<file path="src/design/fdua_pkg.sv">
// shared types and constants for the full-duplex uart with busy alarm
`default_nettype none

package fdua_pkg;

    // request operation codes
    typedef enum logic [1:0] {
        OP_TICK  = 2'd0,
        OP_SEND  = 2'd1,
        OP_POP   = 2'd2,
        OP_ALARM = 2'd3
    } op_t;

    // transmitter phases
    typedef enum logic [2:0] {
        TX_IDLE   = 3'd0,
        TX_START  = 3'd1,
        TX_DATA   = 3'd2,
        TX_STOP   = 3'd3,
        TX_FINISH = 3'd4,
        TX_ALARM  = 3'd5
    } tx_phase_t;

    // receiver phases
    typedef enum logic [1:0] {
        RX_IDLE     = 2'd0,
        RX_HALF     = 2'd1,
        RX_DATA     = 2'd2,
        RX_STOPWAIT = 2'd3
    } rx_phase_t;

    // request strobe and operation handed to the transmitter and receiver
    typedef struct packed {
        logic fire;
        op_t  op;
    } item_ctl_t;

    localparam logic [7:0] BIT_PERIOD_RESET = 8'd208;
    localparam logic [3:0] DATA_BITS        = 4'd8;

endpackage

`default_nettype wire

</file>
<file path="src/design/full_duplex_uart_with_alarm.sv">
// top level: request register, transmitter, receiver ring and result register
//
//  channel   signals                                          direction
//  request   in_valid, in_stall, operation, rx_line,          in (in_stall out)
//            data_byte, alarm_ticks
//  result    out_valid, out_stall, tx_line, tx_ready,         out (out_stall in)
//            rx_count, read_valid, read_byte, rejected
//  config    cfg_write, cfg_data (bit period in ticks)        in
//
// one request per cycle while the result is not stalled; each request waits in
// the request register and its result is loaded into the result register.
// the transmitter, receiver and ring pointers update as the request leaves
// the request register; the ring read data is registered at that same edge.
// reset clears valid flags and tx/rx state; bit period returns to 208 ticks.
// a stalled result holds the request register, which then stalls the input.
`default_nettype none

module full_duplex_uart_with_alarm #(
    parameter int RX_DEPTH = 16
) (
    input  wire logic        clk,
    input  wire logic        rst_n,
    input  wire logic        cfg_write,
    input  wire logic [7:0]  cfg_data,
    input  wire logic        in_valid,
    output logic             in_stall,
    input  wire logic [1:0]  operation,
    input  wire logic        rx_line,
    input  wire logic [7:0]  data_byte,
    input  wire logic [31:0] alarm_ticks,
    output logic             out_valid,
    input  wire logic        out_stall,
    output logic             tx_line,
    output logic             tx_ready,
    output logic [7:0]       rx_count,
    output logic             read_valid,
    output logic [7:0]       read_byte,
    output logic             rejected
);

    logic [7:0]          period_reg;
    logic                req_valid_reg, req_valid_next;
    fdua_pkg::op_t       op_reg;
    logic                line_reg;
    logic [7:0]          data_reg;
    logic [31:0]         ticks_reg;
    logic                out_valid_reg, out_valid_next;
    logic                rvalid_reg;
    logic                rej_reg;
    logic                advance;
    logic                take;
    logic                rx_pop_ok;
    logic                tx_rej;
    logic [7:0]          rx_byte;
    fdua_pkg::item_ctl_t ctl;

    // handshake: a request moves on when the result slot is free or draining
    assign advance  = req_valid_reg && (!out_valid_reg || !out_stall);
    assign in_stall = req_valid_reg && !advance;
    assign take     = in_valid && !in_stall;
    assign ctl      = '{fire: advance, op: op_reg};

    always_comb
    begin
        if (take)
        begin
            req_valid_next = 1'b1;
        end
        else if (advance)
        begin
            req_valid_next = 1'b0;
        end
        else
        begin
            req_valid_next = req_valid_reg;
        end
        if (advance)
        begin
            out_valid_next = 1'b1;
        end
        else if (out_valid_reg && !out_stall)
        begin
            out_valid_next = 1'b0;
        end
        else
        begin
            out_valid_next = out_valid_reg;
        end
    end

    // bit period register and valid flags
    always_ff @(posedge clk or negedge rst_n)
    begin
        if (!rst_n)
        begin
            period_reg     <= fdua_pkg::BIT_PERIOD_RESET;
            req_valid_reg  <= 1'b0;
            out_valid_reg  <= 1'b0;
        end
        else
        begin
            if (cfg_write)
            begin
                period_reg <= cfg_data;
            end
            req_valid_reg <= req_valid_next;
            out_valid_reg <= out_valid_next;
        end
    end

    // request payload register
    always_ff @(posedge clk)
    begin
        if (take)
        begin
            op_reg    <= fdua_pkg::op_t'(operation);
            line_reg  <= rx_line;
            data_reg  <= data_byte;
            ticks_reg <= alarm_ticks;
        end
    end

    // per-result flags
    always_ff @(posedge clk)
    begin
        if (advance)
        begin
            rvalid_reg <= rx_pop_ok;
            rej_reg    <= tx_rej;
        end
    end

    fdua_tx u_tx (
        .clk         (clk),
        .rst_n       (rst_n),
        .ctl         (ctl),
        .data_byte   (data_reg),
        .alarm_ticks (ticks_reg),
        .bit_period  (period_reg),
        .tx_level    (tx_line),
        .tx_idle     (tx_ready),
        .rejected    (tx_rej)
    );

    fdua_rx #(
        .RX_DEPTH (RX_DEPTH)
    ) u_rx (
        .clk        (clk),
        .rst_n      (rst_n),
        .ctl        (ctl),
        .line       (line_reg),
        .bit_period (period_reg),
        .rx_count   (rx_count),
        .read_valid (rx_pop_ok),
        .read_byte  (rx_byte)
    );

    // state registers only change as a result is loaded, so they track it
    assign out_valid  = out_valid_reg;
    assign read_valid = rvalid_reg;
    assign read_byte  = rx_byte & {8{rvalid_reg}};
    assign rejected   = rej_reg;

endmodule

`default_nettype wire

</file>
<file path="src/design/fdua_tx.sv">
// transmitter bit sequencer and busy alarm counter
`default_nettype none

module fdua_tx (
    input  wire logic                 clk,
    input  wire logic                 rst_n,
    input  wire fdua_pkg::item_ctl_t  ctl,
    input  wire logic [7:0]           data_byte,
    input  wire logic [31:0]          alarm_ticks,
    input  wire logic [7:0]           bit_period,
    output logic                      tx_level,
    output logic                      tx_idle,
    output logic                      rejected
);

    fdua_pkg::tx_phase_t phase_reg, phase_next;
    logic [7:0]          shift_reg, shift_next;
    logic [3:0]          bits_left_reg, bits_left_next;
    logic [7:0]          timer_reg, timer_next;
    logic [31:0]         alarm_reg, alarm_next;
    logic                level_reg, level_next;
    logic [7:0]          full_reload;
    logic [31:0]         alarm_dec;
    logic                busy;

    // a period of zero wraps to 255 and so lasts 256 ticks
    assign full_reload = bit_period - 8'd1;
    assign alarm_dec   = alarm_reg - {31'd0, (alarm_reg != 32'd0)};
    assign busy        = (phase_reg != fdua_pkg::TX_IDLE);

    // next state for one request
    always_comb
    begin
        phase_next     = phase_reg;
        shift_next     = shift_reg;
        bits_left_next = bits_left_reg;
        timer_next     = timer_reg;
        alarm_next     = alarm_reg;
        level_next     = level_reg;
        rejected       = 1'b0;
        if (ctl.fire)
        begin
            case (ctl.op)
                fdua_pkg::OP_TICK:
                begin
                    case (phase_reg)
                        fdua_pkg::TX_IDLE:
                        begin
                        end
                        fdua_pkg::TX_ALARM:
                        begin
                            alarm_next = alarm_dec;
                            if (alarm_dec == 32'd0)
                            begin
                                phase_next = fdua_pkg::TX_IDLE;
                            end
                        end
                        default:
                        begin
                            if (timer_reg != 8'd0)
                            begin
                                timer_next = timer_reg - 8'd1;
                            end
                            else
                            begin
                                timer_next = full_reload;
                                case (phase_reg)
                                    fdua_pkg::TX_START:
                                    begin
                                        level_next     = 1'b0;
                                        bits_left_next = fdua_pkg::DATA_BITS;
                                        phase_next     = fdua_pkg::TX_DATA;
                                    end
                                    fdua_pkg::TX_DATA:
                                    begin
                                        level_next     = shift_reg[0];
                                        shift_next     = {1'b0, shift_reg[7:1]};
                                        bits_left_next = bits_left_reg - 4'd1;
                                        if (bits_left_reg == 4'd1)
                                        begin
                                            phase_next = fdua_pkg::TX_STOP;
                                        end
                                    end
                                    fdua_pkg::TX_STOP:
                                    begin
                                        level_next = 1'b1;
                                        phase_next = fdua_pkg::TX_FINISH;
                                    end
                                    default:
                                    begin
                                        // ready period over
                                        phase_next = fdua_pkg::TX_IDLE;
                                        timer_next = 8'd0;
                                    end
                                endcase
                            end
                        end
                    endcase
                end
                fdua_pkg::OP_SEND:
                begin
                    if (busy)
                    begin
                        rejected = 1'b1;
                    end
                    else
                    begin
                        shift_next = data_byte;
                        phase_next = fdua_pkg::TX_START;
                        timer_next = full_reload;
                    end
                end
                fdua_pkg::OP_ALARM:
                begin
                    if (busy)
                    begin
                        rejected = 1'b1;
                    end
                    else if (alarm_ticks != 32'd0)
                    begin
                        alarm_next = alarm_ticks;
                        phase_next = fdua_pkg::TX_ALARM;
                    end
                end
                default:
                begin
                end
            endcase
        end
    end

    // state registers
    always_ff @(posedge clk or negedge rst_n)
    begin
        if (!rst_n)
        begin
            phase_reg     <= fdua_pkg::TX_IDLE;
            shift_reg     <= 8'd0;
            bits_left_reg <= 4'd0;
            timer_reg     <= 8'd0;
            alarm_reg     <= 32'd0;
            level_reg     <= 1'b1;
        end
        else
        begin
            phase_reg     <= phase_next;
            shift_reg     <= shift_next;
            bits_left_reg <= bits_left_next;
            timer_reg     <= timer_next;
            alarm_reg     <= alarm_next;
            level_reg     <= level_next;
        end
    end

    assign tx_level = level_reg;
    assign tx_idle  = ~busy;

    // finishing a frame leaves the bit timer cleared for the next send
    a_idle_timer_clear: assert property (@(posedge clk) disable iff (!rst_n)
        (phase_reg == fdua_pkg::TX_IDLE) |-> (timer_reg == 8'd0))
        else $error("tx idle with bit timer running");

    // data phase always has bits outstanding
    a_data_bits_left: assert property (@(posedge clk) disable iff (!rst_n)
        (phase_reg == fdua_pkg::TX_DATA) |-> (bits_left_reg != 4'd0))
        else $error("tx data phase with no bits left");

    // an alarm in progress never sits at zero
    a_alarm_nonzero: assert property (@(posedge clk) disable iff (!rst_n)
        (phase_reg == fdua_pkg::TX_ALARM) |-> (alarm_reg != 32'd0))
        else $error("alarm phase with zero count");

endmodule

`default_nettype wire

</file>
<file path="src/design/fdua_rx.sv">
// receiver sampler and received byte ring
`default_nettype none

module fdua_rx #(
    parameter int RX_DEPTH = 16
) (
    input  wire logic                 clk,
    input  wire logic                 rst_n,
    input  wire fdua_pkg::item_ctl_t  ctl,
    input  wire logic                 line,
    input  wire logic [7:0]           bit_period,
    output logic [7:0]                rx_count,
    output logic                      read_valid,
    output logic [7:0]                read_byte
);

    localparam int PTR_W = $clog2(RX_DEPTH);
    localparam int CNT_W = PTR_W + 1;

    fdua_pkg::rx_phase_t phase_reg, phase_next;
    logic [7:0]          timer_reg, timer_next;
    logic [7:0]          shift_reg, shift_next;
    logic [3:0]          bits_left_reg, bits_left_next;
    logic                prev_reg, prev_next;
    logic [PTR_W-1:0]    head_reg, head_next;
    logic [PTR_W-1:0]    tail_reg, tail_next;
    logic [PTR_W-1:0]    head_adv;
    logic [PTR_W-1:0]    tail_adv;
    logic [7:0]          ring_mem [RX_DEPTH];
    logic [7:0]          rd_data_reg;
    logic [7:0]          full_reload;
    logic [7:0]          half_bits;
    logic [7:0]          half_reload;
    logic [CNT_W-1:0]    count_w;
    logic                push;
    logic                pop_ok;
    logic                tick;

    function automatic logic [PTR_W-1:0] ring_next(input logic [PTR_W-1:0] i);
        if (i == PTR_W'(RX_DEPTH - 1))
        begin
            ring_next = '0;
        end
        else
        begin
            ring_next = i + 1'b1;
        end
    endfunction

    // reload values; a half bit of zero acts as one tick
    assign full_reload = bit_period - 8'd1;
    assign half_bits   = {1'b0, bit_period[7:1]};
    assign half_reload = (half_bits == 8'd0) ? 8'd0 : (half_bits - 8'd1);
    assign head_adv    = ring_next(head_reg);
    assign tail_adv    = ring_next(tail_reg);
    assign tick        = ctl.fire && (ctl.op == fdua_pkg::OP_TICK);

    // sampler next state
    always_comb
    begin
        phase_next     = phase_reg;
        timer_next     = timer_reg;
        shift_next     = shift_reg;
        bits_left_next = bits_left_reg;
        prev_next      = prev_reg;
        push           = 1'b0;
        if (tick)
        begin
            prev_next = line;
            case (phase_reg)
                fdua_pkg::RX_IDLE:
                begin
                    if (prev_reg && !line)
                    begin
                        phase_next = fdua_pkg::RX_HALF;
                        timer_next = half_reload;
                    end
                end
                default:
                begin
                    if (timer_reg != 8'd0)
                    begin
                        timer_next = timer_reg - 8'd1;
                    end
                    else
                    begin
                        timer_next = full_reload;
                        case (phase_reg)
                            fdua_pkg::RX_HALF:
                            begin
                                phase_next     = fdua_pkg::RX_DATA;
                                bits_left_next = fdua_pkg::DATA_BITS;
                            end
                            fdua_pkg::RX_DATA:
                            begin
                                shift_next     = {line, shift_reg[7:1]};
                                bits_left_next = bits_left_reg - 4'd1;
                                if (bits_left_reg == 4'd1)
                                begin
                                    phase_next = fdua_pkg::RX_STOPWAIT;
                                end
                            end
                            default:
                            begin
                                // wait a bit period at a time for a high line
                                if (line)
                                begin
                                    push       = 1'b1;
                                    phase_next = fdua_pkg::RX_IDLE;
                                end
                            end
                        endcase
                    end
                end
            endcase
        end
    end

    // ring pointers; a push into a full ring drops the oldest byte
    always_comb
    begin
        head_next = head_reg;
        tail_next = tail_reg;
        pop_ok    = 1'b0;
        if (push)
        begin
            head_next = head_adv;
            if (head_adv == tail_reg)
            begin
                tail_next = tail_adv;
            end
        end
        else if (ctl.fire && (ctl.op == fdua_pkg::OP_POP) && (head_reg != tail_reg))
        begin
            pop_ok    = 1'b1;
            tail_next = tail_adv;
        end
    end

    // occupancy from the pointers
    always_comb
    begin
        if (head_reg >= tail_reg)
        begin
            count_w = {1'b0, head_reg} - {1'b0, tail_reg};
        end
        else
        begin
            count_w = {1'b0, head_reg} + CNT_W'(RX_DEPTH) - {1'b0, tail_reg};
        end
    end

    // control registers
    always_ff @(posedge clk or negedge rst_n)
    begin
        if (!rst_n)
        begin
            phase_reg     <= fdua_pkg::RX_IDLE;
            timer_reg     <= 8'd0;
            shift_reg     <= 8'd0;
            bits_left_reg <= 4'd0;
            prev_reg      <= 1'b1;
            head_reg      <= '0;
            tail_reg      <= '0;
        end
        else
        begin
            phase_reg     <= phase_next;
            timer_reg     <= timer_next;
            shift_reg     <= shift_next;
            bits_left_reg <= bits_left_next;
            prev_reg      <= prev_next;
            head_reg      <= head_next;
            tail_reg      <= tail_next;
        end
    end

    // ring storage, one write and one registered read
    always_ff @(posedge clk)
    begin
        if (push)
        begin
            ring_mem[head_reg] <= shift_reg;
        end
        if (pop_ok)
        begin
            rd_data_reg <= ring_mem[tail_reg];
        end
    end

    assign rx_count   = 8'(count_w);
    assign read_valid = pop_ok;
    assign read_byte  = rd_data_reg;

    // sampler never counts more than a byte of data bits
    a_bits_bound: assert property (@(posedge clk) disable iff (!rst_n)
        bits_left_reg <= fdua_pkg::DATA_BITS)
        else $error("rx bit counter beyond a byte");

    // a data phase always has bits outstanding
    a_data_bits_left: assert property (@(posedge clk) disable iff (!rst_n)
        (phase_reg == fdua_pkg::RX_DATA) |-> (bits_left_reg != 4'd0))
        else $error("rx data phase with no bits left");

    // a pop on a non-empty ring moves the read pointer on
    a_pop_advances: assert property (@(posedge clk) disable iff (!rst_n)
        (ctl.fire && (ctl.op == fdua_pkg::OP_POP) && (head_reg != tail_reg))
        |=> (tail_reg != $past(tail_reg)))
        else $error("pop on non-empty ring left the read pointer in place");

endmodule

`default_nettype wire
</file>
<file path="config.mk">
export PLATFORM = sky130hd
export DESIGN_NAME = full_duplex_uart_with_alarm
export DESIGN_NICKNAME = d
export VERILOG_FILES = /design/src/design/fdua_pkg.sv /design/src/design/full_duplex_uart_with_alarm.sv /design/src/design/fdua_tx.sv /design/src/design/fdua_rx.sv
export SDC_FILE = /design/constraint.sdc
export NUM_CORES = 1
export LEC_CHECK = 0
export BUFFER_PORTS_ARGS = -buffer_cell sky130_fd_sc_hd__buf_4
export CAP_MARGIN = 20
export CORE_MARGIN = 10
export CORE_UTILIZATION = 60
export DETAILED_ROUTE_END_ITERATION = 8
export HOLD_SLACK_MARGIN = 0.06
export PLACE_DENSITY = 0.84
export SETUP_SLACK_MARGIN = 0.05
export SLEW_MARGIN = 30
export SYNTH_ARGS = -nofsm -noshare
export SYNTH_HDL_FRONTEND = slang
export SYNTH_SLANG_ARGS = --single-unit
export TNS_END_PERCENT = 10
</file>
<file path="constraint.sdc">
create_clock -name clk -period 4.7 [get_ports clk]
set_input_delay 0.235 -clock clk [delete_from_list [all_inputs] [get_ports clk]]
set_output_delay 0.235 -clock clk [all_outputs]
set_load 0.1 [all_outputs]
</file>
==> results.md <==
* IO Pins at 78
* Worst Setup EP: u_tx.phase_reg[2]$_DFFE_PN0P_
* Overall Global Routing Usage at 22.0%
* Vias in the first global route at 9227
* Worst-path fanout max at 8
* Placed Instance Area at 0.0137 mm²
* Tcrit/Tclk final at 88.6%
* Via count at 9288
* Drt total wl at 31.5 mm
* Largest register FFs at 128
* CP Depth at 13
* Int Pwr at 5150 µW
* Top FF cell, synth: edfxtp_1
* Max-cap violation count at 0
* DRC viols at 0
* Syn avg cell area at 12.6 µm²
* Setup_tns at 0 ns
* Reg2reg path depth at 13
* H-tree depth at 1
* Maximum VDD drop at 0.000433 V
* Post-route clock skew at 0.0140 ns
* Detail Placement HPWL at 18.9 mm
* Switching power at 2940 µW
* Fin area at 0.0153 mm²
* Syn Inst Count at 1025
* CP Class: register to register
* Final hold violations at 0
* CTS tree: done
* GP Congestion at 0.915
* CP max-delay cell: a2111oi_0
* Sequential area share after synthesis at 60.9%
* Core Area at 0.0211 mm²
* Global-route wire length before repair at 50.7 mm
* Clk pin slew, worst setup/hold paths at 0.06 ns
* Vert. Die Dim at 167 µm
* CP Capture Type: register
* Max Transition Viols Final at 0
* Post-synth cell types at 69
* Pin count of the biggest net entering global routing at 60
* Initial antenna violation count at 0
* Die W at 167 µm
* Overflow after GRT at 0
* First DRT Iteration DRCs at 1124
* Crit path from: u_tx.alarm_reg[23]$_DFFE_PN0P_
* Yosys reg bits at 278
* Relative slew slack at 43.0%
* Synth async-reset ratio at 34.9%
* Buf/Inv on CP at 1
* Via/cell ratio at 6.39
* CP Cell Sequence: or3_1 -> nor4_1 -> buf_4 -> nand3_1 -> ha_1 -> ha_1 -> or3b_2 -> nor4_4 -> nand4_1 -> a2111oi_0 -> nand4_1 -> a2bb2oi_1 -> o32a_1
* Starting Density at 61.3%
* RSZ-0062 raised after global routing: no
* Lkg Pwr at 0.00540 µW
* Power Dens Cells at 528 mW/mm²
* Logic pwr share at 29.7%
* Postcts setup bufs at 0
* Most frequent cells in the layout: 181 x edfxtp_1, 91 x dfrtp_1, 86 x buf_4, 80 x o21ai_0, 77 x nor2_1
* DIE AREA at 0.0278 mm²
* Root Driver: clkbuf_16
* Worst Path Required at 5.14 ns
* Row cnt at 53
* Post-Syn Area at 0.0129 mm²
* Worst skew pair latency at 0.56 ns
* End of the worst register-to-register path: u_tx.phase_reg[2]$_DFFE_PN0P_
* Clock buffer depth at 3
* Post-layout minimum cycle time at 4.16 ns
* IO Port Bufs at 74
* Final #Nets at 1236
* Worst reg-to-reg setup slack at 0.54 ns
* Kind of cell adding the most delay to the critical path: simple AND/OR/NAND/NOR gates
* Area Overhead vs Synth at 18.4%
* Final core occ at 72.6%
* Switch share at 36.3%
* Clock power frac at 28.1%
* Final number of setup-violating endpoints at 0
* Setup crit start kind: register
* Reg power frac at 42.1%
* CP arrival at 4.60 ns
* Commonest non-fill, non-tap cell in the layout: edfxtp_1
* Worst slew pin tran at 0.854 ns
* WL per Instance at 21.6 µm
* CTS Sinks at 278
* Reg-to-Reg Start: u_tx.alarm_reg[23]$_DFFE_PN0P_
* Largest area contributor in the netlist: edfxtp_1
* Post-synth EDFFs at 181
* Total CTS buffers at 29
* YS warnings at 0
* Share of cells above drive strength 1 at 17.6%
* CP max stage delay at 0.76 ns
* Synth top area share at 42.0%
* DRT antenna net count at 0
* Fmax achieved at 240 MHz
* HP Class: input port to async pin
* Pre-antenna DRT Iters at 6
* Area contributors post-synth: edfxtp_1 42%, dfrtp_1 18%, mux4_2 7.0%
* Status: completed
## worst register-to-register path, cell delays in order, from the launching register on
cell and delay, ns:
dfrtp_1 0.41, or3_1 0.29, nor4_1 0.10, buf_4 0.16
nand3_1 0.08, ha_1 0.20, ha_1 0.32, or3b_2 0.56
nor4_4 0.25, nand4_1 0.21, a2111oi_0 0.77, nand4_1 0.23
a2bb2oi_1 0.19, o32a_1 0.28
## per-stage QoR
stage                     hold slack [ns]  setup slack (ns)  cells  total power, µW
after floorplan                   -0.0606             0.487   1027             5140
after global placement              0.347              1.03   1334             5630
after detailed placement            0.359             0.802   1334             5710
after CTS                           0.318             0.637   1453             8040
after global routing                0.361             0.333   1453             8460
final                               0.286             0.537   1454             8080
## cell usage after synthesis, types with 3 or more instances
cell type  instances
nor4b_1            4
nor2_1            77
clkbuf_1          44
dfrtp_1           92
inv_1             36
a2bb2oi_1          3
nor4_1            23
mux2_2            17
nand2b_1          13
nand3_1           16
nor3_1            34
a31oi_1           14
buf_1              4
o2bb2ai_1          3
o22ai_1           14
edfxtp_1         181
nand4_1            9
a22o_1             7
xor2_1             7
o31ai_1            6
mux2i_1           10
nor3b_1            7
o22a_1             7
o21a_1             4
nand2_1           72
and3_1             3
or4_1              7
xnor2_1           15
or3_1             10
a21o_1             3
mux4_2            40
or2_2              3
and2_1            13
nor2b_1            7
o21ai_0           80
buf_4              3
a22oi_1            6
ha_1              24
a21oi_1           63
dfstp_2            5
## layout make-up
cell class / instances / area [µm²]
clock buffer: 36 / 752
multi-input combinational: 659 / 4720
fill: 1298 / 5780
clock inverter: 18 / 195
antenna: 1 / 2.50
inverter: 36 / 135
sequential: 278 / 7870
timing repair buffer: 151 / 1300
tap: 275 / 344
## worst min-delay path by stage
stage / depth (start not counted) / to / startpoint / slack (ns)
floorplan: 0 / out_valid$_DFFE_PN0P_ / rst_n / -0.06
global placement: 1 / u_rx.tail_reg[3]$_DFFE_PN0P_ / rst_n / 0.35
detailed placement: 1 / u_rx.tail_reg[3]$_DFFE_PN0P_ / rst_n / 0.36
CTS: 2 / u_rx.head_reg[1]$_DFFE_PN0P_ / rst_n / 0.32
global route: 2 / u_rx.tail_reg[3]$_DFFE_PN0P_ / rst_n / 0.36
finish: 2 / u_rx.tail_reg[3]$_DFFE_PN0P_ / rst_n / 0.29
## kinds of logic (layout without fill, tap and decap cells)
logic type,Yosys count,after routing,share of synthesized area [%]
adder cells (fa/ha/maj),25,25,2.48
AO/OA/AOI/OAI,228,228,10.5
other,1,4,0.0290
AND/OR/NAND/NOR,314,314,12.6
XOR/XNOR,22,22,1.49
multiplexers,67,67,9.22
flip-flops,278,278,60.9
buffers and inverters,90,241,2.78
## power by group through the flow
| stage | logic (µW) | clock network [µW] | registers (µW) |
|---|---|---|---|
| after floorplan | 1930 | 0 | 3210 |
| after global placement | 2230 | 0 | 3400 |
| after detailed placement | 2290 | 0 | 3420 |
| after CTS | 2370 | 2290 | 3380 |
| after global routing | 2610 | 2390 | 3460 |
| final | 2400 | 2270 | 3410 |
## what timing repair did
action / 4_1_cts / 5_1_grt
endpoints found under the hold margin: 106 / 0
endpoints found under the setup margin: 0 / 0
hold buffers: 65 / 0
resized for setup: 0 / 0
## per-layer routing
| layer | global-route usage (%) | share of wire [%] | vias up |
|---|---|---|---|
| li1 | - | - | 4141 |
| met5 | 0 | 0 | - |
| met4 | 6.64 | 3.1 | 0 |
| met1 | 28.0 | 39 | 4560 |
| met2 | 37.6 | 51 | 500 |
| met3 | 4.10 | 7.7 | 87 |
Power figures use the tool's default switching activity.
